<file path="src/rtl/stpc_pkg.sv">
// ----------------------------------------------------------------------------
// stpc_pkg
// Shared types and constants of the servo teach and playback controller.
// ----------------------------------------------------------------------------
package stpc_pkg;

    localparam int DEF_SLOT_COUNT = 4;
    localparam int SERVO_COUNT    = 4;

    // Item kinds
    localparam logic [1:0] KIND_SAMPLE = 2'd0;
    localparam logic [1:0] KIND_BUTTON = 2'd1;
    localparam logic [1:0] KIND_UART   = 2'd2;

    // Operating modes
    localparam logic [1:0] MODE_MANUAL = 2'd0;
    localparam logic [1:0] MODE_MEMORY = 2'd1;
    localparam logic [1:0] MODE_REMOTE = 2'd2;

    // Serial frame characters
    localparam logic [7:0] ASCII_ZERO = 8'd48;
    localparam logic [7:0] CHAN_FIRST = 8'h31;
    localparam logic [7:0] CHAN_LAST  = 8'h34;
    localparam logic [7:0] WEIGHT_HUNDREDS = 8'd100;
    localparam logic [7:0] WEIGHT_TENS     = 8'd10;

    // Remote positions after reset, servo one in the low byte
    localparam logic [3:0][7:0] REMOTE_RESET = {8'd193, 8'd196, 8'd148, 8'd135};

    // Erased store content
    localparam logic [7:0] ERASED_BYTE = 8'hFF;

    typedef struct packed {
        logic [1:0] kind;
        logic [1:0] sample_channel;
        logic [7:0] sample_value;
        logic       mode_button;
        logic       store_button;
        logic [7:0] rx_byte;
    } stpc_in_t;

    typedef struct packed {
        logic [7:0] drive_one;
        logic [7:0] drive_two;
        logic [7:0] drive_three;
        logic [7:0] drive_four;
        logic [1:0] mode;
        logic [1:0] slot_pointer;
    } stpc_out_t;

    // Decoded event strobes, each qualified by the pipeline advance
    typedef struct packed {
        logic sample_en;
        logic button_en;
        logic uart_en;
    } stpc_evt_t;

endpackage

</file>
<file path="src/rtl/stpc_uart_frame.sv">
// ----------------------------------------------------------------------------
// stpc_uart_frame
// Four-byte serial frame decoder that sets the remote servo positions.
// ----------------------------------------------------------------------------
module stpc_uart_frame (
    input  logic                clk,
    input  logic                rst_n,
    input  stpc_pkg::stpc_evt_t evt,
    input  logic [7:0]          rx_byte,
    output logic [3:0][7:0]     remote_next
);
    import stpc_pkg::*;

    typedef enum logic [1:0] {
        PHASE_CHANNEL,
        PHASE_HUNDREDS,
        PHASE_TENS,
        PHASE_UNITS
    } phase_t;

    phase_t          phase_reg;
    phase_t          phase_next;
    logic [7:0]      chan_reg;
    logic [7:0]      chan_next;
    logic [7:0]      hund_reg;
    logic [7:0]      hund_next;
    logic [7:0]      tens_reg;
    logic [7:0]      tens_next;
    logic [3:0][7:0] remote_reg;
    logic [7:0]      digit;
    logic [15:0]     hund_prod;
    logic [15:0]     tens_prod;
    logic [7:0]      value;
    logic [7:0]      chan_off;

    assign digit     = rx_byte - ASCII_ZERO;
    assign hund_prod = {8'd0, digit} * {8'd0, WEIGHT_HUNDREDS};
    assign tens_prod = {8'd0, digit} * {8'd0, WEIGHT_TENS};
    assign value     = hund_reg + tens_reg + digit;
    assign chan_off  = chan_reg - CHAN_FIRST;

    always_comb
    begin
        phase_next  = phase_reg;
        chan_next   = chan_reg;
        hund_next   = hund_reg;
        tens_next   = tens_reg;
        remote_next = remote_reg;
        if (evt.uart_en)
        begin
            case (phase_reg)
                PHASE_CHANNEL:
                begin
                    chan_next  = rx_byte;
                    phase_next = PHASE_HUNDREDS;
                end
                PHASE_HUNDREDS:
                begin
                    hund_next  = hund_prod[7:0];
                    phase_next = PHASE_TENS;
                end
                PHASE_TENS:
                begin
                    tens_next  = tens_prod[7:0];
                    phase_next = PHASE_UNITS;
                end
                default:
                begin
                    // drop frames with an unknown channel character
                    if (chan_reg >= CHAN_FIRST && chan_reg <= CHAN_LAST)
                    begin
                        remote_next[chan_off[1:0]] = value;
                    end
                    phase_next = PHASE_CHANNEL;
                end
            endcase
        end
    end

    always_ff @(posedge clk or negedge rst_n)
    begin
        if (!rst_n)
        begin
            phase_reg  <= PHASE_CHANNEL;
            chan_reg   <= '0;
            hund_reg   <= '0;
            tens_reg   <= '0;
            remote_reg <= REMOTE_RESET;
        end
        else
        begin
            phase_reg  <= phase_next;
            chan_reg   <= chan_next;
            hund_reg   <= hund_next;
            tens_reg   <= tens_next;
            remote_reg <= remote_next;
        end
    end

endmodule

</file>
<file path="src/rtl/stpc_teach.sv">
// ----------------------------------------------------------------------------
// stpc_teach
// Mode sequencing, live positions and the slot store for teach and playback.
// ----------------------------------------------------------------------------
module stpc_teach #(
    parameter int SLOT_COUNT = stpc_pkg::DEF_SLOT_COUNT,
    parameter int SLOT_W     = (SLOT_COUNT > 1) ? $clog2(SLOT_COUNT) : 1
) (
    input  logic                clk,
    input  logic                rst_n,
    input  stpc_pkg::stpc_evt_t evt,
    input  stpc_pkg::stpc_in_t  item,
    output logic [3:0][7:0]     live_next,
    output logic [1:0]          mode_next,
    output logic [SLOT_W-1:0]   slot_next
);
    import stpc_pkg::*;

    logic [1:0]            mode_reg;
    logic [SLOT_W-1:0]     slot_reg;
    logic [SLOT_W-1:0]     slot_mid;
    logic [SLOT_W-1:0]     slot_adv;
    logic [3:0][7:0]       live_reg;
    logic [3:0][7:0]       store_reg [SLOT_COUNT];
    logic [SLOT_COUNT-1:0] written_reg;
    logic [3:0][7:0]       row_rd;
    logic                  store_we;

    assign slot_adv = (slot_mid == SLOT_W'(SLOT_COUNT - 1)) ? '0 : slot_mid + 1'b1;
    // an erased slot reads back as all ones
    assign row_rd   = written_reg[slot_mid] ? store_reg[slot_mid] : {4{ERASED_BYTE}};

    always_comb
    begin
        mode_next = mode_reg;
        slot_mid  = slot_reg;
        live_next = live_reg;
        store_we  = 1'b0;
        if (evt.sample_en && mode_reg == MODE_MANUAL)
        begin
            live_next[item.sample_channel] = item.sample_value;
        end
        if (evt.button_en && item.mode_button)
        begin
            case (mode_reg)
                MODE_MANUAL:
                begin
                    mode_next = MODE_MEMORY;
                    slot_mid  = '0;
                end
                MODE_MEMORY:
                begin
                    mode_next = MODE_REMOTE;
                    slot_mid  = '0;
                end
                default:
                begin
                    mode_next = MODE_MANUAL;
                end
            endcase
        end
        slot_next = slot_mid;
        // store action follows the mode held before this event
        if (evt.button_en && item.store_button)
        begin
            if (mode_reg == MODE_MANUAL)
            begin
                store_we  = 1'b1;
                slot_next = slot_adv;
            end
            else if (mode_reg == MODE_MEMORY)
            begin
                live_next = row_rd;
                slot_next = slot_adv;
            end
        end
    end

    always_ff @(posedge clk or negedge rst_n)
    begin
        if (!rst_n)
        begin
            mode_reg    <= MODE_MANUAL;
            slot_reg    <= '0;
            live_reg    <= '0;
            written_reg <= '0;
        end
        else
        begin
            mode_reg <= mode_next;
            slot_reg <= slot_next;
            live_reg <= live_next;
            if (store_we)
            begin
                written_reg[slot_mid] <= 1'b1;
            end
        end
    end

    always_ff @(posedge clk)
    begin
        if (store_we)
        begin
            store_reg[slot_mid] <= live_reg;
        end
    end

endmodule

</file>
<file path="src/rtl/servo_teach_playback_controller_top.sv">
// ----------------------------------------------------------------------------
// servo_teach_playback_controller_top
// Four-servo teach and playback controller with manual, memory and remote modes.
// ----------------------------------------------------------------------------
// Takes one item (adc sample, button event or serial byte) per clock and
// returns one result per item: the four servo drive values for the mode in
// force after the item, the mode and the slot pointer. An item is held first
// in the input register and then in the result register;
// the whole state update is a single pass of logic between the two, so a new
// transfer is taken every cycle while the result side keeps up. The slot
// store is held in flip-flops with one erased flag per slot, so it is ready
// right after reset with no clearing pass.
module servo_teach_playback_controller_top #(
    parameter int SLOT_COUNT = stpc_pkg::DEF_SLOT_COUNT
) (
    input  logic                clk,
    input  logic                rst_n,
    input  logic                item_valid,
    output logic                item_stall,
    input  stpc_pkg::stpc_in_t  item,
    output logic                result_valid,
    input  logic                result_stall,
    output stpc_pkg::stpc_out_t result
);
    import stpc_pkg::*;

    localparam int SLOT_W = (SLOT_COUNT > 1) ? $clog2(SLOT_COUNT) : 1;

    stpc_in_t          in_item_reg;
    logic              in_valid_reg;
    logic              out_valid_reg;
    stpc_out_t         out_reg;
    stpc_out_t         out_next;
    logic              advance;
    logic              accept;
    stpc_evt_t         evt;
    logic [3:0][7:0]   live_next;
    logic [3:0][7:0]   remote_next;
    logic [3:0][7:0]   drive;
    logic [1:0]        mode_next;
    logic [SLOT_W-1:0] slot_next;
    logic [SLOT_W+1:0] slot_ext;

    assign advance    = in_valid_reg && (!out_valid_reg || !result_stall);
    assign item_stall = in_valid_reg && !advance;
    assign accept     = item_valid && !item_stall;

    assign evt.sample_en = advance && in_item_reg.kind == KIND_SAMPLE;
    assign evt.button_en = advance && in_item_reg.kind == KIND_BUTTON;
    assign evt.uart_en   = advance && in_item_reg.kind == KIND_UART;

    stpc_teach #(
        .SLOT_COUNT (SLOT_COUNT),
        .SLOT_W     (SLOT_W)
    ) u_teach (
        .clk       (clk),
        .rst_n     (rst_n),
        .evt       (evt),
        .item      (in_item_reg),
        .live_next (live_next),
        .mode_next (mode_next),
        .slot_next (slot_next)
    );

    stpc_uart_frame u_frame (
        .clk         (clk),
        .rst_n       (rst_n),
        .evt         (evt),
        .rx_byte     (in_item_reg.rx_byte),
        .remote_next (remote_next)
    );

    assign drive    = (mode_next == MODE_REMOTE) ? remote_next : live_next;
    assign slot_ext = {2'b00, slot_next};

    always_comb
    begin
        out_next.drive_one    = drive[0];
        out_next.drive_two    = drive[1];
        out_next.drive_three  = drive[2];
        out_next.drive_four   = drive[3];
        out_next.mode         = mode_next;
        out_next.slot_pointer = slot_ext[1:0];
    end

    always_ff @(posedge clk or negedge rst_n)
    begin
        if (!rst_n)
        begin
            in_valid_reg  <= 1'b0;
            out_valid_reg <= 1'b0;
        end
        else
        begin
            if (accept)
            begin
                in_valid_reg <= 1'b1;
            end
            else if (advance)
            begin
                in_valid_reg <= 1'b0;
            end
            if (advance)
            begin
                out_valid_reg <= 1'b1;
            end
            else if (!result_stall)
            begin
                out_valid_reg <= 1'b0;
            end
        end
    end

    always_ff @(posedge clk)
    begin
        if (accept)
        begin
            in_item_reg <= item;
        end
        if (advance)
        begin
            out_reg <= out_next;
        end
    end

    assign result_valid = out_valid_reg;
    assign result       = out_reg;

`ifndef SYNTHESIS
    a_stall_needs_item: assert property (@(posedge clk) disable iff (!rst_n)
        item_stall |-> in_valid_reg && out_valid_reg && result_stall)
        else $error("input stalled without a held item and a stalled result");

    a_result_from_advance: assert property (@(posedge clk) disable iff (!rst_n)
        $rose(out_valid_reg) |-> $past(advance))
        else $error("result appeared without an item passing through");

    a_mode_known: assert property (@(posedge clk) disable iff (!rst_n)
        out_valid_reg |-> (out_reg.mode == MODE_MANUAL || out_reg.mode == MODE_MEMORY
                           || out_reg.mode == MODE_REMOTE))
        else $error("result carries an unreachable mode");

    a_result_kept_on_stall: assert property (@(posedge clk) disable iff (!rst_n)
        out_valid_reg && result_stall |=> out_valid_reg && $stable(out_reg))
        else $error("stalled result was lost or changed");
`endif

endmodule
</file>
<file path="config.mk">
export PLATFORM = sky130hd
export DESIGN_NAME = servo_teach_playback_controller_top
export DESIGN_NICKNAME = d
export VERILOG_FILES = /design/src/rtl/stpc_pkg.sv /design/src/rtl/stpc_uart_frame.sv /design/src/rtl/stpc_teach.sv /design/src/rtl/servo_teach_playback_controller_top.sv
export SDC_FILE = /design/constraint.sdc
export NUM_CORES = 1
export LEC_CHECK = 0
export ABC_CLOCK_PERIOD_IN_PS = 3200
export BUFFER_PORTS_ARGS = -buffer_cell sky130_fd_sc_hd__buf_4
export CORE_ASPECT_RATIO = 0.9
export CORE_MARGIN = 1
export CORE_UTILIZATION = 40
export CTS_CLUSTER_DIAMETER = 120
export DETAILED_ROUTE_END_ITERATION = 10
export PLACE_DENSITY = 0.64
export SLEW_MARGIN = 20
export SYNTH_ARGS = -nofsm -noshare
export SYNTH_HDL_FRONTEND = slang
export SYNTH_SLANG_ARGS = --single-unit
</file>
<file path="constraint.sdc">
create_clock -name clk -period 3.2 [get_ports clk]
set_clock_uncertainty 0.15 [all_clocks]
set_input_delay 0.32 -clock clk [delete_from_list [all_inputs] [get_ports clk]]
set_output_delay 0.32 -clock clk [all_outputs]
set_load 0.01 [all_outputs]
</file>
Word-level counts from Yosys, hierarchy flattened
Memories as Yosys holds them, arrays and structs flattened.
Cells that the tools add are included.
W data, S select, Z words.
{ "totals": {"output_inout_bits": 38, "n_memories": 1, "inputBits": 26, "reg_bits": 155, "elab_cells": 117, "mem_bits_rw": 128} }
{ "mem_list": {"columns": ["memory", "depth", "word_bits", "rd", "rd_clocked_by_memory_dff", "wr", "line_no", "source"], "rows": [
  ["u_teach.store_reg", 4, 32, 1, 0, 1, "stpc_teach.sv:24", "logic [3:0][7:0] store_reg [SLOT_COUNT];"]
]} }
{ "classes": {"eq_ne": 8, "n_mux": 36, "n_lt_le_gt_ge": 8, "multipliers": 2, "n_addsub": 5, "n_reduce_logical": 27, "n_bitwise": 1} }
{ "op_table": {"columns": ["cell", "count"], "rows": [
  ["$mux W32", 9],
  ["$bwmux W32", 2],
  ["$demux W8 S2", 2],
  ["$add A8 B8 Y8", 2],
  ["$mux W8", 2],
  ["$mux W2", 7],
  ["$logic_and A1 B1 Y1", 13],
  ["$mux W1", 10],
  ["$lt A2 B3 Y1 const B", 3],
  ["$eq A2 B2 Y1 const B", 4],
  ["$ge A8 B6 Y1 const B", 1],
  ["$le A8 B6 Y1 const B", 1],
  ["$mul A8 B3 Y7 const B", 1],
  ["$mul A8 B5 Y6 const B", 1],
  ["$sub A8 B6 Y8 const B", 1],
  ["$eq A2 B1 Y1 const B", 3],
  ["$ge A2 B1 Y1 const B", 3],
  ["$logic_not A2 Y1", 3],
  ["$pmux W2 S3", 1],
  ["$reduce_and A2 Y1", 3],
  ["$logic_not A1 Y1", 4],
  ["$or A4 B4 Y4", 1],
  ["$pmux W2 S2", 1],
  ["$reduce_or A3 Y1", 1],
  ["other kinds (8)", 8]
]} }

Longest topological paths before layout
{ "depth": {"word_depth": 13, "depth_mapped": 12, "depth_no_buf": 12} }

By module
Synthesis repeated with hierarchy kept, for this count alone.
{ "unflattened": {"hier_cells": 869, "area_unflattened_um2": 12329.3} }
{ "modules_own_cells": {"columns": ["mod", "cells_each", "area_per_inst_um2", "seq_area_each_um2", "n_inst"], "rows": [
  ["stpc_teach", 529, 7053.0, 4844.6, 1],
  ["stpc_uart_frame", 233, 2864.0, 1392.6, 1],
  ["servo_teach_playback_controller_top", 107, 2412.3, 1791.7, 1]
]} }

Worst setup path after synthesis
Ideal clock, no wire load.
{ "synth_path": {"path_type": "reg-to-reg", "from": "register out_valid_reg (netlist: result_valid)", "to": "memory u_teach.store_reg[0][0] in the netlist's numbering, enable pin", "t_required_ns": 2.657, "slack_ns": -0.199, "stages_incl_launch_ff": 10, "arrival_ns": 2.857, "setup_time_ns": 0.393, "period_less_slack_ns": 3.399, "n_path_buf": 3, "cell_sequence": "dfrtp_1 > a21bo_1 > buf_2 > inv_2 > nand3_1 > buf_2 > clkbuf_1 > nand2_1 > ha_1 > and2_1"} }
{ "synth_via": {"elab_chain_len": 8, "elab_cells_between_ends": 10, "cone_classes": "4 x mux; 6 x reduce/logical"} }
{ "synth_rtl": {"columns": ["item", "line_no", "source"], "rows": [
  ["from (decl)", "servo_teach_playback_controller_top.sv:31", "logic out_valid_reg;"],
  ["from (signal assigned)", "servo_teach_playback_controller_top.sv:91", "out_valid_reg <= 1'b0;"],
  ["from (signal assigned)", "servo_teach_playback_controller_top.sv:105", "out_valid_reg <= 1'b1;"],
  ["from (signal assigned)", "servo_teach_playback_controller_top.sv:109", "out_valid_reg <= 1'b0;"],
  ["$logic_not A1 Y1 (*)", "servo_teach_playback_controller_top.sv:44", "assign advance = in_valid_reg && (!out_valid_reg || !result_stall);"],
  ["$logic_or A1 B1 Y1 (*)", "servo_teach_playback_controller_top.sv:44", null],
  ["$logic_and A1 B1 Y1 (*)", "servo_teach_playback_controller_top.sv:44", null],
  ["named net advance", "servo_teach_playback_controller_top.sv:34", "logic advance;"],
  ["$logic_and A1 B1 Y1 (*)", "servo_teach_playback_controller_top.sv:49", "assign evt.button_en = advance && in_item_reg.kind == KIND_BUTTON;"],
  ["$logic_and A1 B1 Y1", "stpc_teach.sv:64", "if (evt.button_en && item.store_button)"],
  ["$mux W1", "stpc_teach.sv:64", null],
  ["$mux W1", "stpc_teach.sv:102", "if (store_we)"],
  ["$mux W1 (implied by the code)", "stpc_teach.sv:104", "store_reg[slot_mid] <= live_reg;"],
  ["to (decl)", "stpc_teach.sv:24", null]
]} }
The timed path passes the listed nets; every way through them passes the cells marked *.

==> summary.md <==
| Metric | Value |
|---|---|
| Outcome | `complete, no violations` |
| Max Slew Vio Count | `0` |
| Synth warn | `0` |
| Final hold vios | `0` |
| Clock tree buffer depth | `3` |
| Number of flip-flops in the largest register | `between 100 and 150` |
| CP startpoint kind | `flop` |
| PD cells | `852 nW/um^2` |
| CP endpoint kind | `flop` |
| Final setup margin | `133 ps` |
| Dpl cell area | `approximately 14000 um^2` |
| CTS Sinks | `283` |
| Final non-filler cell total | `~1400` |
| Clk slew on worst S/H paths | `60 ps` |
| DR pass1 iterations | `5` |
| Slew headroom | `0.522` |
| Post-synth EDFFs | `186` |
| CTS tree | `built` |
| Util after Layout | `0.494` |
| Async SR Flop Fraction | `0.343` |
| Sequential area share after synthesis | `0.645` |
| Mapped Area | `12400 um^2` |
| Synth area leader | `edfxtp_1` |
| Routed WL per cell | `about 22 um` |
| Vias in the first global route | `7821` |
| I/O pin cnt | `64` |
| CORE AREA | `around 30000 um^2` |
| Synthesized instance count | `849` |
| Iter 0 DRT Violations | `513` |
| DIE WIDTH | `188 um` |
| Top_reg_cell synth | `edfxtp_1` |
| Routed vias | `7633` |
| Synthesized Nets | `908` |
| Die area | `31800 um^2` |
| Share of the synthesized area in the top cell type | `0.449` |
| CTS H-Tree Depth | `1` |
| Arrival time at the worst endpoint | `about 3200 ps` |
| First-pass GRT wire length | `47400 um` |
| Synth Area in XOR/XNOR | `0.0141` |
| N_diodes | `0` |
| Final Critical Period | `3070 ps` |
| Final Setup Violations | `0` |
| Tot GR Track Use | `0.196` |
| Period Utilization, post-route | `0.958` |
| Initial antenna violation count | `0` |
| Multiplexer share of the synthesized area | `0.0923` |
| Post-route DRC | `0` |
| Synth Area in Compound Gates | `0.127` |
| Design Area, Final | `15000 um^2` |
| Hold crit path type | `input pin to asynchronous set/reset pin` |
| Max Fclk | `0.326 GHz` |
| Final WL | `a little over 30000 um` |
| CP max FO | `4` |
| Area grow syn2layout | `20.2%` |
| Synth top area cells | `edfxtp_1 45%, dfrtp_1 17%, mux2_2 6.3%, a2111oi_2 3.1%, mux2i_1 2.9%` |
| Number of port buffers | `63` |
| Worst-Margin Slew | `717 ps` |
| Number of nets with antenna violations after routing | `0` |
| P_leak | `0.00591 uW` |
| Maxcap violations | `0` |
| Synth Area in Adders | `0.0374` |
| Worst path required time | `3330 ps` |
| Detailed placement HPWL | `between 15000 and 20000 um` |
| Die span in y | `169 um` |
| Worst skew pair latency | `550 ps` |
| RSZ-0062 raised after global routing | `true` |
| Placed Cells | `1306` |
| Distinct cells, synth | `55` |
| Setup CP Type | `flop to flop` |
| CTS root buffer | `clkbuf_16` |
| Gp weighted congestion | `between 0.7 and 0.8` |
| Gr ovfl total | `0` |
| Post-CTS setup buffer count | `0` |
| Worst VDD drop | `0.509 mV` |
| Count leader, synth | `edfxtp_1` |
| Synth Area per Inst | `14.7 um^2` |
| Yosys reg bits | `283` |
| Reg-to-reg slack, setup | `130 ps` |
| Vias/cell | `approximately 5.5` |
| Post-synth top cells | `186 x edfxtp_1, 84 x dfrtp_1, 70 x mux2_2, 40 x a21oi_1, 39 x nand2_1` |
| Pre-CTS setup slack | `between 80 and 90 ps` |
| Largest net degree at the start of global routing | `66` |
| Total CTS buffers | `30` |
| Initial Util | `0.411` |
| Simple-Gate Fraction of Synth Area | `0.0573` |
| Nets | `1020` |
| Share of layout cells above drive strength 1 | `0.280` |
| Largest family of logic cells by synthesized area | `compound AO/OA/AOI/OAI gates` |
| Std cell rows | `60` |
| Pwr Total | `12700 uW` |
cell usage in the layout, fill, tap and decap left out, types with 34 or more instances in the layout:
cell type    n
edfxtp_1   186
buf_4       88
dfrtp_1     84
mux2_2      70
a21oi_1     40
nand2_1     38
mux2i_1     36
inv_1       35
and3_1      34
worst max-delay path: stages (launching register included):
cell,delay (ps)
edfxtp_1,410
ha_1,360
inv_1,70
fa_1,480
inv_1,40
ha_1,320
o21ai_0,90
o21bai_1,80
a21oi_1,170
xnor2_1,150
nor3_1,380
o22ai_1,110
repair_timing:
action	CTS	global route
gates resized for setup	0	4
hold endpoints to repair	61	0
endpoints found under the setup margin	0	8
hold buffers	26	0
routing by layer:
metal	global-route usage	part of all wire	wire, um
met1	0.280	0.46	14100
met3	0.0294	0.053	1610
met5	0	0	0
met4	0.0467	0.022	658
met2	0.316	0.46	14200
logic make-up after synthesis:
group / Yosys count
buffers and inverters: 82
AND/OR/NAND/NOR: 133
XOR/XNOR: 20
flip-flops: 283
adder cells (fa/ha/maj): 33
AO/OA/AOI/OAI: 192
multiplexers: 106
power breakdown:
| group | total [uW] | switching (uW) | internal (uW) | leakage (uW) |
|---|---|---|---|---|
| logic | 3810 | 2110 | 1700 | 0.00254 |
| clock network | 3540 | 1410 | 2130 | 0.000492 |
| registers | 5400 | 555 | 4840 | 0.00288 |
| total | 12700 | 4070 | 8670 | 0.00591 |
path summary, 6_finish.rpt:
| check | startpoint | endpoint | cells past startpoint |
|---|---|---|---|
| setup / recovery | in_item_reg[5] | result[19] | 11 |
| hold / removal | rst_n | in_valid_reg | 2 |
| setup reg to reg | in_item_reg[5] | result[19] | 11 |
| hold reg to reg | in_valid_reg | result_valid | 1 |
| max in group asynchronous | rst_n | u_frame.remote_reg[30] | 3 |
| min in group clk | in_valid_reg | result_valid | 1 |
through the flow:
stage                     hold WS (ps)  TNS (ps)
final                              200         0
after floorplan                   -126         0
after CTS                          217         0
after global routing               244     -94.3
after detailed placement           255         0
after global placement             258         0
cell type report:
class / instances / area, um^2
Timing Repair Buffer: 125 / 1130
Inverter: 37 / 139
Sequential cell: 283 / 8030
Multi-Input combinational cell: 484 / 4140
Clock buffer: 38 / 822
Fill cell: 2521 / 15300
Tap cell: 403 / 504
Clock inverter: 18 / 191
Power figures use the tool's default switching activity.
